[src/sv/machining_time_estimator_core_defines.svh]
// assertion macros for the machining time estimator
`ifndef MACHINING_TIME_ESTIMATOR_CORE_DEFINES_SVH
`define MACHINING_TIME_ESTIMATOR_CORE_DEFINES_SVH
// check a property on every rising clock edge outside reset
`define MTE_ASSERT(label, prop, msg) \
   label: assert property (@(posedge clock) disable iff (reset) (prop)) else $error(msg);
// check a property including during reset
`define MTE_ASSERT_ALWAYS(label, prop, msg) \
   label: assert property (@(posedge clock) (prop)) else $error(msg);
`endif

[src/sv/mte_pkg.sv]
// package: constants and controller/datapath interface types
`timescale 1ns / 1ps
package mte_pkg;
   localparam int COORD_BITS     = 31;
   localparam int TIME_FRAC_BITS = 24;
   localparam int SUM_BITS       = 64;
   localparam int FEED_BITS      = 32;
   localparam int SQRT_STEPS     = 32;
   localparam int DIV_STEPS      = SUM_BITS;
   localparam int STEP_BITS      = 7;
   localparam logic [FEED_BITS-1:0] RAPID_FLOOR   = 32'd1000000;
   localparam logic [FEED_BITS-1:0] RAPID_DEFAULT = 32'd10000000;

   typedef struct packed {
      logic load;       // latch input beat, compute squares
      logic sum_sq;     // add squared differences
      logic sqrt_init;
      logic sqrt_step;
      logic div_init;
      logic div_step;
      logic accumulate;
      logic clear;
   } mte_cmd_type;

   typedef struct packed {
      logic is_clear;
   } mte_status_type;
endpackage

[src/sv/mte_controller.sv]
// controller: runs one beat via sqrt, divide and accumulate, or a clear
`timescale 1ns / 1ps
module mte_controller (
   input  logic                    clock,
   input  logic                    reset,
   input  logic                    req_valid,
   output logic                    req_ready,
   output logic                    rsp_valid,
   input  logic                    rsp_ready,
   input  mte_pkg::mte_status_type status,
   output mte_pkg::mte_cmd_type    cmd
);
   import mte_pkg::*;

   localparam logic [2:0] S_IDLE = 3'd0;
   localparam logic [2:0] S_SUM  = 3'd1;
   localparam logic [2:0] S_SQRT = 3'd2;
   localparam logic [2:0] S_DIV  = 3'd3;
   localparam logic [2:0] S_ACC  = 3'd4;
   localparam logic [2:0] S_OUT  = 3'd5;

   logic [2:0] state_ff, state_in;
   logic [STEP_BITS-1:0] cnt_ff, cnt_in;
   logic accept;

   assign accept = req_valid && req_ready;
   assign req_ready = (state_ff == S_IDLE);
   assign rsp_valid = (state_ff == S_OUT);

   always_comb begin
      state_in = state_ff;
      cnt_in = cnt_ff;
      cmd = '0;
      unique case (state_ff)
         S_IDLE: begin
            if (accept) begin
               cmd.load = 1'b1;
               state_in = S_SUM;
            end
         end
         S_SUM: begin
            if (status.is_clear) begin
               cmd.clear = 1'b1;
               state_in = S_OUT;
            end else begin
               cmd.sum_sq = 1'b1;
               cmd.sqrt_init = 1'b1;
               cnt_in = '0;
               state_in = S_SQRT;
            end
         end
         S_SQRT: begin
            cmd.sqrt_step = 1'b1;
            cnt_in = cnt_ff + 1'b1;
            if (cnt_ff == STEP_BITS'(SQRT_STEPS-1)) begin
               state_in = S_DIV;
               cnt_in = '0;
               cmd.sqrt_step = 1'b1;
            end
         end
         // a load step, then one quotient bit per cycle
         S_DIV: begin
            cnt_in = cnt_ff + 1'b1;
            if (cnt_ff == '0) begin
               cmd.div_init = 1'b1;
            end else begin
               cmd.div_step = 1'b1;
               if (cnt_ff == STEP_BITS'(DIV_STEPS)) state_in = S_ACC;
            end
         end
         S_ACC: begin
            cmd.accumulate = 1'b1;
            state_in = S_OUT;
         end
         S_OUT: begin
            if (rsp_ready) state_in = S_IDLE;
         end
         default: state_in = S_IDLE;
      endcase
   end

   always_ff @(posedge clock) begin
      if (reset) begin
         state_ff <= S_IDLE;
         cnt_ff <= '0;
      end else begin
         state_ff <= state_in;
         cnt_ff <= cnt_in;
      end
   end
endmodule

[config.mk]
export PLATFORM = sky130hd
export DESIGN_NAME = mte_controller
export DESIGN_NICKNAME = d
export VERILOG_FILES = /design/src/sv/machining_time_estimator_core_defines.svh /design/src/sv/mte_pkg.sv /design/src/sv/mte_controller.sv
export SDC_FILE = /design/constraint.sdc
export NUM_CORES = 1
export LEC_CHECK = 0
export ABC_CLOCK_PERIOD_IN_PS = 2490
export BUFFER_PORTS_ARGS = -buffer_cell sky130_fd_sc_hd__clkbuf_2
export CAP_MARGIN = 20
export CORE_ASPECT_RATIO = 1.5
export CORE_UTILIZATION = 34
export DETAILED_ROUTE_END_ITERATION = 8
export HOLD_SLACK_MARGIN = 0.15
export PLACE_DENSITY_LB_ADDON = 0.05
export SYNTH_ARGS = -nofsm -noshare
export SYNTH_HDL_FRONTEND = slang
export SYNTH_SLANG_ARGS = --single-unit
export TNS_END_PERCENT = 20
[constraint.sdc]
create_clock -name clock -period 2.49 [get_ports clock]
set_clock_uncertainty 0.15 [all_clocks]
set_input_delay 0.498 -clock clock [delete_from_list [all_inputs] [get_ports clock]]
set_output_delay 0.498 -clock clock [all_outputs]
set_load 0.05 [all_outputs]
==> results.py <==
metrics = {
    "finish": {
        "diodes": 0,
        "area_growth_pct": 22.9,
        "final_util": 0.447,
        "layout-drive-gt1-share": 0.333,
        "fin_nets": 105,
    },
    "logic_synthesis": {
        "syn_nets": 87,
        "async_flop_share": 0,
        "synthFlopType": "dfxtp_1",
        "synth_largest_area_cell": "dfxtp_1",
        "synth_commonest_cells": "nor2_1 (13), dfxtp_1 (10), nor3_1 (5), xor2_1 (5)",
        "synth_seq_area_share": 0.301,
        "ys_seq_elements": 10,
        "synth.avg_cell_area_um2": 8.32,
        "syn_area_um2": 666,
        "synth_edf_count": 0,
        "synthCells": 80,
        "post-synth-top-count-cell": "nor2_1",
        "synth-warning-count": 0,
        "synth_cell_type_count": 35,
        "synth.top_cell.area_share": 0.301,
        "synth_area_leaders": "dfxtp_1 (30%), nor2_1 (7.3%), xor2_1 (6.6%)",
    },
    "timing": {
        "max_freq_mhz": 416,
        "slew_violations": 0,
        "hold_viol": 0,
        "setup_violations": 0,
        "slew_headroom": 0.725,
        "worstMarginPinSlew_ns": 0.412,
        "finalCritPeriodShare": 0.966,
        "whs_ns": 0.359,
        "period_needed_ns": 2.41,
    },
    "drt": {
        "drtAntennaViolNets": 0,
        "first_pass_iters": 4,
        "met3_length_um": 36,
        "top_layer": "met4",
        "detail_route.wl_per_cell_um": 13.2,
        "drc": 0,
        "wl_met2_um": 822,
        "routed_wl_um": 1550,
        "vias_per_cell": 5.44,
        "vias": 637,
        "wirelength_met1_um": 675,
        "drt_iter0_markers": 15,
    },
    "worst_setup_path": {
        "cp-end-kind": "output pin",
        "path_class": "flip-flop to output pin",
        "startpoint_type": "flip-flop",
        "cp.arrival_ns": 1.76,
        "crit_path_cell_trace": "inv_2 -> ha_1 -> or4b_4 -> nor3_4 -> and3_4 -> buf_8",
        "cp_slowest_cell": "or4b_4",
        "path_max_fanout": 3,
        "crit_path_max_incr_delay_ns": 0.49,
        "required_ns": 1.84,
    },
    "clock_network": {
        "htreeDepth": 1,
        "ctsRootBufferMaster": "clkbuf_4",
        "cts.sinks": 10,
        "cts_buffer_depth": 2,
        "clkTransAtPathRegs_ns": 0.06,
        "cts_hold_buf": 0,
        "numCtsBuffers": 3,
        "cts_tree": "done",
        "post-cts-setup-buffers": 0,
        "insertion_delay_ns": 0.26,
    },
    "place": {
        "gp_congestion": 0.757,
        "io_buffers": 14,
        "dp_hpwl_um": 1170,
    },
    "global_routing": {
        "gr-usage-all-layers": 0.164,
        "grt_pass1_wl_um": 2570,
        "overflow": 0,
        "grt_pass1_vias": 584,
        "grt_max_degree": 11,
        "antenna_found_initial": 0,
    },
    "floorplanning": {
        "io_pins": 15,
        "std_cell_rows": 19,
        "initial_core_util": 0.364,
        "floorplan.die.width_um": 38.1,
        "die-area_um2": 2140,
        "die-height_um": 56.2,
        "coreArea_um2": 1830,
    },
    "run_status": {
        "outcome": "completed",
    },
    "min_path": {
        "holdCritPathClass": "primary input to flip-flop",
    },
    "pwr": {
        "power_density_nw_per_um2": 640,
        "p_leak_uw": 0.000348,
        "ir_drop_mv": 0.317,
    },
    "job": {
        "maxCapViolations": 0,
    },
}
-- flip-flops by register name (all words and copies together) (netlist names) --
name,cells
cnt_ff,7
state_ff,3
-- through the flow --
step | cell area (um2) | TNS (ns) | setup WS (ns) | std cells | power [uW]
6_report | 818 | 0 | 0.0845 | 117 | 523
5_1_grt | 818 | -0.0121 | -0.0121 | 117 | 556
4_1_cts | 805 | 0 | 0.0279 | 117 | 525
3_5_place_dp | 768 | 0 | 0.180 | 114 | 407
3_3_place_gp | 768 | 0 | 0.220 | 114 | 407
2_1_floorplan | 671 | -0.0967 | -0.0967 | 80 | 361
-- power breakdown --
group	leakage, uW	internal (uW)	switching, uW
Clock	0.0000138	55.9	56.0
Sequential	0.0000817	173	23.6
Combinational	0.000252	73.2	142
Total	0.000348	302	222
-- per-layer routing --
layer	global-route usage	vias up
met1	0.189	302
met4	0.0459	0
met2	0.286	10
met5	0	-
met3	0.0360	2
li1	-	323
-- logic make-up after synthesis --
group	share of synthesized area
AOI/OAI and AO/OA	0.180
buffers and inverters	0.0658
muxes	0.0150
adders and majority gates	0.0376
and+or+nand+nor	0.321
xor gates and xnor gates	0.0789
DFF	0.301
-- area by class of cell --
type                    instances  area, um2
clock buffers                   3       22.5
flip-flops and latches         10        201
multi-input cells              61        443
fillers                       197       1010
well taps                      21       26.3
inverters                       4       15.0
repair buffers                 18        110
-- path summary, 6_finish.rpt --
| kind | startpoint | endpoint | slack [ns] | depth (start not counted) |
|---|---|---|---|---|
| worst max register to register | cnt_ff[0] | state_ff[0] | 0.72 | 6 |
| worst min register to register | cnt_ff[0] | cnt_ff[0] | 0.41 | 3 |
| worst min-delay path | reset | state_ff[0] | 0.36 | 2 |
| worst max-delay path | cnt_ff[0] | cmd[3] | 0.08 | 6 |
-- timing repair --
| item | in CTS | in global routing |
|---|---|---|
| setup endpoints to repair | 1 | 1 |
| resized for setup | 3 | 5 |
| pin swaps | 0 | 0 |
| endpoints found under the hold margin | 0 | 0 |
-- critical path: cells and delay by family (launching register included) --
| family | cells | cell delay (ns) |
|---|---|---|
| AND/OR/NAND/NOR | 3 | 0.84 |
| buffers and inverters | 2 | 0.20 |
| adder cells (fa/ha/maj) | 1 | 0.12 |
| flip-flops | 1 | 0.33 |
-- placed cells by master, fill, tap and decap left out, types with 2 or more instances in the layout --
cell type   n
a31oi_1     2
nor2b_1     2
o2111ai_1   4
clkbuf_2   13
nand2_1     4
dfxtp_1     9
xor2_1      5
o211ai_1    2
clkbuf_4    3
ha_1        2
inv_1       3
nor2_1     13
o21ai_0     2
nor3_1      3
buf_4       4
(Power assumes the default switching activity.)
